===== config.mk =====
export PLATFORM = sky130hd
export DESIGN_NAME = vgm_command_stream_parser_top
export DESIGN_NICKNAME = d
export VERILOG_FILES = /design/src/rtl/core/vgmp_pkg.sv /design/src/rtl/core/vgmp_core.sv /design/src/rtl/core/vgm_command_stream_parser_top.sv
export SDC_FILE = /design/constraint.sdc
export NUM_CORES = 1
export LEC_CHECK = 0
export BUFFER_PORTS_ARGS = -buffer_cell sky130_fd_sc_hd__buf_4
export CELL_PAD_IN_SITES_DETAIL_PLACEMENT = 1
export CELL_PAD_IN_SITES_GLOBAL_PLACEMENT = 2
export CORE_ASPECT_RATIO = 0.7
export CORE_MARGIN = 4
export CORE_UTILIZATION = 30
export DETAILED_ROUTE_END_ITERATION = 10
export PLACE_DENSITY = 0.76
export SLEW_MARGIN = 20
export SYNTH_ARGS = -nofsm -noshare
export SYNTH_HDL_FRONTEND = slang
export SYNTH_SLANG_ARGS = --single-unit

===== constraint.sdc =====
create_clock -name clk -period 7 [get_ports clk]
set_input_delay 0.35 -clock clk [delete_from_list [all_inputs] [get_ports clk]]
set_output_delay 0.35 -clock clk [all_outputs]
set_load 0.1 [all_outputs]

===== src/rtl/core/vgmp_pkg.sv =====
// shared types, event codes and command decode for the vgm command stream parser
`default_nettype none

package vgmp_pkg;

  localparam int EvtW  = 3;
  localparam int OpsW  = 48;
  localparam int WordW = 32;

  localparam logic [EvtW-1:0] EV_AY       = 3'd0;
  localparam logic [EvtW-1:0] EV_APU      = 3'd1;
  localparam logic [EvtW-1:0] EV_WAIT     = 3'd2;
  localparam logic [EvtW-1:0] EV_LOOP     = 3'd3;
  localparam logic [EvtW-1:0] EV_END      = 3'd4;
  localparam logic [EvtW-1:0] EV_UNKNOWN  = 3'd5;
  localparam logic [EvtW-1:0] EV_DURATION = 3'd6;
  localparam logic [EvtW-1:0] EV_BLOCK    = 3'd7;

  localparam logic [7:0] CMD_WAIT_N    = 8'h61;
  localparam logic [7:0] CMD_WAIT_735  = 8'h62;
  localparam logic [7:0] CMD_WAIT_882  = 8'h63;
  localparam logic [7:0] CMD_END       = 8'h66;
  localparam logic [7:0] CMD_BLOCK     = 8'h67;
  localparam logic [7:0] CMD_AY_WRITE  = 8'hA0;
  localparam logic [7:0] CMD_APU_WRITE = 8'hB4;
  localparam logic [3:0] CMD_WAIT_SHORT_HI = 4'h7;

  localparam logic [15:0] WAIT_735 = 16'd735;
  localparam logic [15:0] WAIT_882 = 16'd882;

  localparam logic [1:0] REG_LOOP_OFFSET = 2'd0;
  localparam logic [1:0] REG_PLAY_COUNT  = 2'd1;
  localparam logic [1:0] REG_MAX_SAMPLES = 2'd2;

  localparam logic [31:0] LOOP_OFFSET_RST = 32'd0;
  localparam logic [7:0]  PLAY_COUNT_RST  = 8'd2;
  localparam logic [31:0] MAX_SAMPLES_RST = 32'd7938000;

  typedef struct packed {
    logic [31:0] loop_offset;
    logic [7:0]  play_count;
    logic [31:0] max_samples;
  } cfg_t;

  typedef struct packed {
    logic [31:0]     offset_or_length;
    logic [7:0]      block_type;
    logic [15:0]     wait_count;
    logic [7:0]      reg_value;
    logic [7:0]      reg_addr;
    logic [EvtW-1:0] event_kind;
  } evt_t;

  typedef struct packed {
    logic       known;
    logic [2:0] len;
  } op_len_t;

  function automatic op_len_t operand_len(input logic [7:0] c);
    op_len_t r;
    r.known = 1'b1;
    r.len   = 3'd0;
    if (c < 8'h30) begin
      r.known = 1'b0;
    end else if (c <= 8'h3F) begin
      r.len = 3'd1;
    end else if (c <= 8'h4E) begin
      r.len = 3'd2;
    end else if (c <= 8'h50) begin
      r.len = 3'd1;
    end else if (c <= 8'h5F) begin
      r.len = 3'd2;
    end else if (c == CMD_WAIT_N) begin
      r.len = 3'd2;
    end else if (c == CMD_WAIT_735 || c == CMD_WAIT_882 || c == CMD_END) begin
      r.len = 3'd0;
    end else if (c == CMD_BLOCK) begin
      r.len = 3'd6;
    end else if (c < 8'h70) begin
      r.known = 1'b0;
    end else if (c <= 8'h8F) begin
      r.len = 3'd0;
    end else if (c < 8'hA0) begin
      r.known = 1'b0;
    end else if (c <= 8'hBF) begin
      r.len = 3'd2;
    end else if (c <= 8'hDF) begin
      r.len = 3'd3;
    end else begin
      r.len = 3'd4;
    end
    return r;
  endfunction

endpackage

`default_nettype wire


===== src/rtl/core/vgmp_core.sv =====
// parser state and per-item event decode
`default_nettype none

module vgmp_core
  import vgmp_pkg::*;
(
  input  wire logic       clk,
  input  wire logic       rst,
  input  wire logic       byte_accept,
  input  wire logic [7:0] byte_in,
  input  wire cfg_t       cfg,
  output logic            evt_valid,
  output evt_t            evt
);

  logic [7:0]      command_code, command_code_next;
  logic [2:0]      bytes_left, bytes_left_next;
  logic [2:0]      op_idx, op_idx_next;
  logic [OpsW-1:0] operand_bytes, operand_bytes_next;
  logic [31:0]     payload_skip, payload_skip_next;
  logic [7:0]      ends_seen, ends_seen_next;
  logic [31:0]     samples_played, samples_played_next;
  logic            halted, halted_next;

  logic            do_finish;
  logic [7:0]      fin_code;
  logic [OpsW-1:0] fin_ops;
  logic [OpsW-1:0] byte_shifted;
  logic [32:0]     wait_sum;
  logic [15:0]     wait_n;
  logic            is_wait;
  op_len_t         lut;

  always_comb begin
    command_code_next   = command_code;
    bytes_left_next     = bytes_left;
    op_idx_next         = op_idx;
    operand_bytes_next  = operand_bytes;
    payload_skip_next   = payload_skip;
    ends_seen_next      = ends_seen;
    samples_played_next = samples_played;
    halted_next         = halted;
    evt_valid           = 1'b0;
    evt                 = '0;
    do_finish           = 1'b0;
    fin_code            = command_code;
    fin_ops             = operand_bytes;
    is_wait             = 1'b0;
    wait_n              = 16'd0;
    lut                 = operand_len(byte_in);
    byte_shifted        = '0;
    wait_sum            = '0;

    case (op_idx)
      3'd0:    byte_shifted = {40'd0, byte_in};
      3'd1:    byte_shifted = {32'd0, byte_in, 8'd0};
      3'd2:    byte_shifted = {24'd0, byte_in, 16'd0};
      3'd3:    byte_shifted = {16'd0, byte_in, 24'd0};
      3'd4:    byte_shifted = {8'd0, byte_in, 32'd0};
      3'd5:    byte_shifted = {byte_in, 40'd0};
      default: byte_shifted = '0;
    endcase

    if (byte_accept && !halted) begin
      if (payload_skip != 32'd0) begin
        payload_skip_next = payload_skip - 32'd1;
      end else if (bytes_left != 3'd0) begin
        operand_bytes_next = operand_bytes | byte_shifted;
        bytes_left_next    = bytes_left - 3'd1;
        op_idx_next        = op_idx + 3'd1;
        if (bytes_left == 3'd1) begin
          do_finish = 1'b1;
          fin_ops   = operand_bytes_next;
        end
      end else if (cfg.max_samples != 32'd0 && samples_played >= cfg.max_samples) begin
        halted_next      = 1'b1;
        evt_valid        = 1'b1;
        evt.event_kind   = EV_DURATION;
      end else begin
        command_code_next  = byte_in;
        operand_bytes_next = '0;
        op_idx_next        = 3'd0;
        if (!lut.known) begin
          halted_next    = 1'b1;
          evt_valid      = 1'b1;
          evt.event_kind = EV_UNKNOWN;
        end else if (lut.len == 3'd0) begin
          do_finish = 1'b1;
          fin_code  = byte_in;
          fin_ops   = '0;
        end else begin
          bytes_left_next = lut.len;
        end
      end
    end

    if (do_finish) begin
      if (fin_code == CMD_AY_WRITE || fin_code == CMD_APU_WRITE) begin
        evt_valid      = 1'b1;
        evt.event_kind = (fin_code == CMD_AY_WRITE) ? EV_AY : EV_APU;
        evt.reg_addr   = fin_ops[7:0];
        evt.reg_value  = fin_ops[15:8];
      end else if (fin_code == CMD_WAIT_N) begin
        is_wait = 1'b1;
        wait_n  = fin_ops[15:0];
      end else if (fin_code == CMD_WAIT_735) begin
        is_wait = 1'b1;
        wait_n  = WAIT_735;
      end else if (fin_code == CMD_WAIT_882) begin
        is_wait = 1'b1;
        wait_n  = WAIT_882;
      end else if (fin_code[7:4] == CMD_WAIT_SHORT_HI) begin
        is_wait = 1'b1;
        wait_n  = {12'd0, fin_code[3:0]} + 16'd1;
      end else if (fin_code == CMD_END) begin
        evt_valid = 1'b1;
        if (cfg.loop_offset != 32'd0 &&
            (cfg.play_count == 8'd0 ||
             ({1'b0, ends_seen} + 9'd1) < {1'b0, cfg.play_count})) begin
          if (ends_seen != 8'hFF) begin
            ends_seen_next = ends_seen + 8'd1;
          end
          evt.event_kind       = EV_LOOP;
          evt.offset_or_length = cfg.loop_offset;
        end else begin
          halted_next    = 1'b1;
          evt.event_kind = EV_END;
        end
      end else if (fin_code == CMD_BLOCK) begin
        payload_skip_next    = fin_ops[47:16];
        evt_valid            = 1'b1;
        evt.event_kind       = EV_BLOCK;
        evt.block_type       = fin_ops[15:8];
        evt.offset_or_length = fin_ops[47:16];
      end
    end

    if (is_wait) begin
      wait_sum            = {1'b0, samples_played} + {17'd0, wait_n};
      samples_played_next = wait_sum[32] ? 32'hFFFF_FFFF : wait_sum[31:0];
      evt_valid           = 1'b1;
      evt.event_kind      = EV_WAIT;
      evt.wait_count      = wait_n;
    end
  end

  always_ff @(posedge clk) begin
    if (rst) begin
      command_code   <= 8'd0;
      bytes_left     <= 3'd0;
      op_idx         <= 3'd0;
      operand_bytes  <= '0;
      payload_skip   <= 32'd0;
      ends_seen      <= 8'd0;
      samples_played <= 32'd0;
      halted         <= 1'b0;
    end else begin
      command_code   <= command_code_next;
      bytes_left     <= bytes_left_next;
      op_idx         <= op_idx_next;
      operand_bytes  <= operand_bytes_next;
      payload_skip   <= payload_skip_next;
      ends_seen      <= ends_seen_next;
      samples_played <= samples_played_next;
      halted         <= halted_next;
    end
  end

endmodule

`default_nettype wire


===== src/rtl/core/vgm_command_stream_parser_top.sv =====
// top level of the vgm command stream parser: config registers and event output register
`default_nettype none

// Takes one byte of a VGM command stream per item and gives at most one event per
// byte. A byte is taken in every cycle in which the output register is empty or is
// being emptied, so the sustained rate is one byte per clock; each byte is decoded in
// the cycle it is accepted and its event appears in the output register on the next
// cycle. The parser stops after an end, unknown command or duration event and then
// drops all bytes until reset. Configuration writes are registered and apply to later bytes.

module vgm_command_stream_parser_top
  import vgmp_pkg::*;
(
  input  wire logic        clk,
  input  wire logic        rst,
  input  wire logic        s_axis_tvalid,
  output logic             s_axis_tready,
  input  wire logic [7:0]  s_axis_tdata,   // stream_byte
  output logic             m_axis_tvalid,
  input  wire logic        m_axis_tready,
  // event_kind, reg_addr, reg_value, wait_count, block_type, offset_or_length, zero pad
  output logic [79:0]      m_axis_tdata,
  input  wire logic        cfg_wr_en,
  input  wire logic [1:0]  cfg_index,
  input  wire logic [31:0] cfg_wr_data
);

  cfg_t  cfg;
  logic  in_accept;
  logic  evt_valid;
  evt_t  evt;
  evt_t  out_evt;
  logic  out_valid;

  assign s_axis_tready = !out_valid || m_axis_tready;
  assign in_accept     = s_axis_tvalid && s_axis_tready;
  assign m_axis_tvalid = out_valid;
  assign m_axis_tdata  = {5'd0, out_evt};

  always_ff @(posedge clk) begin
    if (rst) begin
      cfg.loop_offset <= LOOP_OFFSET_RST;
      cfg.play_count  <= PLAY_COUNT_RST;
      cfg.max_samples <= MAX_SAMPLES_RST;
    end else if (cfg_wr_en) begin
      case (cfg_index)
        REG_LOOP_OFFSET: cfg.loop_offset <= cfg_wr_data;
        REG_PLAY_COUNT:  cfg.play_count  <= cfg_wr_data[7:0];
        REG_MAX_SAMPLES: cfg.max_samples <= cfg_wr_data;
        default: ;
      endcase
    end
  end

  vgmp_core u_core (
    .clk         (clk),
    .rst         (rst),
    .byte_accept (in_accept),
    .byte_in     (s_axis_tdata),
    .cfg         (cfg),
    .evt_valid   (evt_valid),
    .evt         (evt)
  );

  // output register, reloaded as the previous item leaves
  always_ff @(posedge clk) begin
    if (rst) begin
      out_valid <= 1'b0;
    end else if (in_accept && evt_valid) begin
      out_valid <= 1'b1;
    end else if (m_axis_tready) begin
      out_valid <= 1'b0;
    end
  end

  always_ff @(posedge clk) begin
    if (in_accept && evt_valid) begin
      out_evt <= evt;
    end
  end

endmodule

`default_nettype wire


==> run_results.csv <==
group,metric,value,unit
worst_setup_path,setup.worst_path.end_class,"register",
worst_setup_path,crit_start,"u_core.payload_skip[8]$_SDFF_PP0_",
die,start_util,30.3,%
run_status,status,"completed",
placement,dp_hpwl,36.5,mm
power,total_power,4.88,mW
placement,pre_cts_slack,191,ps
clocking,cts_tree,"yes",
logic_synthesis,syn-cell-area,0.0141,sq mm
sta,max_slew.worst_pin.slew,1050,ps
sta,setup_slack,484,ps
worst_setup_path,worstPathRequired,7490,ps
grt,grt_usage,19.0,%
sta,finalHoldViolCount,0,
routing,drt-total-wl,49.3,mm
logic_synthesis,synth_compound_gate_area_share,16.7,%
routing,drt-vias-per-instance,5.19,
logic_synthesis,synthTopCellsByArea,"dfxtp_1, edfxtp_1, a21oi_1, ha_1, nand2_1",
logic_synthesis,synth-simple-area-share,22.2,%
clocking,htree_num_levels,1,
power,p_per_area,291,mW/mm^2
worst_setup_path,r2r_start,"u_core.payload_skip[8]$_SDFF_PP0_",
grt,grt_start_max_net_pins,90,
logic_synthesis,ys.flop_type,"dfxtp_1",
worst_setup_path,worst-r2r-setup-slack,480,ps
grt,antenna_found_initial,0,
placement,io_buffers,123,
sta,rsz0062_at_grt,"false",
logic_synthesis,synthXorXnorAreaFrac,3.61,%
routing,detail-route-antenna-nets,0,
routing,drtIter0Drc,910,
die,dieArea,0.0505,sq mm
sta,max_slew_margin,30.1,%
final_layout,final_cells,2377,
grt,grt_first_pass_wirelength,75.0,mm
die,fp.dieH,189,microns
min_path,min_path_type,"in2reg",
final_layout,syn_to_final_growth,19.1,%
die,core,0.0464,sq mm
power,p_leak,6.61,nW
clocking,cts.sinks,283,
sta,finalCritPeriodShare,93.1,%
logic_synthesis,synthCells,1636,
placement,globalplace.congestion,0.845,
routing,first_pass_iters,5,
routing,dr_total_vias,12300,
clocking,root_buffer,"clkbuf_16",
logic_synthesis,yosysWarningCount,0,
clocking,clock_latency,600,ps
worst_setup_path,critPathCapture,"u_core.samples_played[21]$_SDFFE_PP0P_",
logic_synthesis,synth_cell_types,76,
routing,drc,0,
worst_setup_path,worstSetupStartpointType,"register",
die,die_w,267,microns
logic_synthesis,synth_top_family_by_area,"simple AND/OR/NAND/NOR gates",
placement,placed_cells,2300,
die,fp-row-count,66,
die,ios,129,
grt,grt_pass1_vias,12300,
sta,finClkSkew,24.0,ps
final_layout,fill_cells,5411,
logic_synthesis,synth_top_cell_area_share,29.6,%
clocking,clock_path_buffers,3,
final_layout,final_nets,1858,
worst_setup_path,crit_fanout,8,
sta,finalSetupViolCount,0,
final_layout,drive_above_1_share,12.7,%
logic_synthesis,synth-seq-cells,283,
sta,fmax,153,MHz
logic_synthesis,yosysSeqAreaShare,45.6,%
logic_synthesis,synth_mux_area_share,1.17,%
worst_setup_path,crit_type,"reg2reg",
worst_setup_path,r2r_end,"u_core.samples_played[21]$_SDFFE_PP0P_",
sta,finalHoldWorstSlack,28.8,ps
clocking,cts-buffers-inserted,30,
logic_synthesis,yosysTopAreaCell,"dfxtp_1",
final_layout,antenna_cells,0,
clocking,path_clk_slew,70,ps
flow_run,max-cap-violations,0,
logic_synthesis,synth_edf_count,75,
worst_setup_path,arrival,7000,ps
power,peakVddDrop,0.000182,V
sta,tns,0,ps
logic_synthesis,synthAdderAreaFrac,6.28,%
grt,overflow,0,
sta,maxSlewViolCount,0,
worst_setup_path,reg2regPathDepth,22,
routing,wl_per_cell,20.8,microns
logic_synthesis,syn_area_per_cell,8.60,sq um
logic_synthesis,async_reset_ff_share,0,%
sta,fin_crit,6520,ps
## worst max-delay path: stages (launching register included)
cell      delay (ps)
dfxtp_1          350
or4_1            570
or4_1            550
nor4_4           400
nand2_1          160
or3_4            450
mux2_2           320
inv_1            100
ha_1             150
nand4b_1          90
nor2_1           180
nand2_1          210
a21o_1           290
nand2_1          170
a31oi_1          100
ha_1             360
and3_1           200
nor3b_1          390
a21o_1           220
nor2_2            60
or3_1            520
and3_1           250
a221oi_1         290
## cell type report
type	instances	area [sq um]	share of cell area, %
tap	612	766	4.57
inverter	58	218	1.30
clock inverter	16	129	0.769
multi-input combinational	1203	7130	42.5
sequential	283	6420	38.3
clock buffer	40	808	4.82
timing repair buffer	165	1290	7.71
## cell usage after synthesis, types with 24 or more instances
| cell type | instances |
|---|---|
| nor3_1 | 38 |
| inv_1 | 58 |
| a31oi_1 | 42 |
| edfxtp_1 | 75 |
| dfxtp_1 | 208 |
| nor4_1 | 29 |
| nand2_1 | 219 |
| and3_1 | 25 |
| a21oi_1 | 199 |
| xnor2_1 | 38 |
| or2_1 | 24 |
| o21ai_0 | 26 |
| nor2_1 | 217 |
| ha_1 | 69 |
| clkbuf_1 | 81 |
## report_power, final
part / switching, mW / leakage, nW / internal [mW]
clock network: 0.712 / 0.458 / 0.850
registers: 0.120 / 2.45 / 1.84
logic: 0.889 / 3.70 / 0.464
## metal layers
layer	track usage, %	part of all wire [%]	vias up
met5	0	0	-
met4	2.82	1.4	0
met3	3.81	5.9	44
met2	27.3	41	250
met1	29.6	52	6080
li1	-	-	5957
## flip-flops by register name (all words and copies together) (netlist names)
name	flops
cfg	72
m_axis_tdata	75
m_axis_tvalid	1
u_core.bytes_left	3
u_core.command_code	8
u_core.ends_seen	8
u_core.halted	1
u_core.op_idx	3
u_core.operand_bytes	48
u_core.payload_skip	32
u_core.samples_played	32
## how the worst min path moves through the flow
stage	cells past startpoint	start	slack, ps	end
after detailed placement	2	u_core.operand_bytes[34]$_SDFFE_PP0P_	460	u_core.operand_bytes[34]$_SDFFE_PP0P_
after CTS	3	cfg_wr_data[18]	2	cfg[18]$_SDFFE_PP0P_
after global routing	3	cfg_wr_data[13]	7	cfg[13]$_SDFFE_PP0P_
after floorplan	2	u_core.command_code[1]$_SDFFE_PP0P_	440	u_core.command_code[1]$_SDFFE_PP0P_
final	3	cfg_wr_data[0]	30	cfg[32]$_SDFFE_PP0P_
after global placement	2	u_core.operand_bytes[10]$_SDFFE_PP0P_	450	u_core.operand_bytes[10]$_SDFFE_PP0P_
## metrics by stage
| stage | instance area (sq um) | util, % |
|---|---|---|
| 2_1_floorplan | 14100 | - |
| 3_3_place_gp | 15600 | 33.5 |
| 3_5_place_dp | 15600 | 33.5 |
| 4_1_cts | 16700 | 36.0 |
| 5_1_grt | 16800 | 36.1 |
| 6_report | 16800 | 36.1 |
## cells in the final DEF (no fill, tap or decap), drive strengths merged, types with 21 or more instances in the layout
cell         instances
edfxtp              75
ha                  69
nand2              220
clkbuf              40
inv                 58
dfxtp              208
a31oi               42
buf                144
o21ai               36
xnor2               38
nor3                39
and3                25
dlygate4sd3         21
a21oi              202
nor2               218
or2                 32
nor4                30
## cells by family after synthesis
group,count (synthesis)
AO/OA/AOI/OAI,384
flip-flops,283
AND/OR/NAND/NOR,670
other,1
multiplexers,16
XOR/XNOR,58
buffers and inverters,154
adder cells (fa/ha/maj),70
## what timing repair did
item / CTS / global route
hold buffers: 20 / 1
buffers inserted: 0 / 0
endpoints found under the hold margin: 25 / 1
gates resized for setup: 0 / 9
setup endpoints to repair: 0 / 32
No activity file was read; power rests on OpenSTA's default activity.
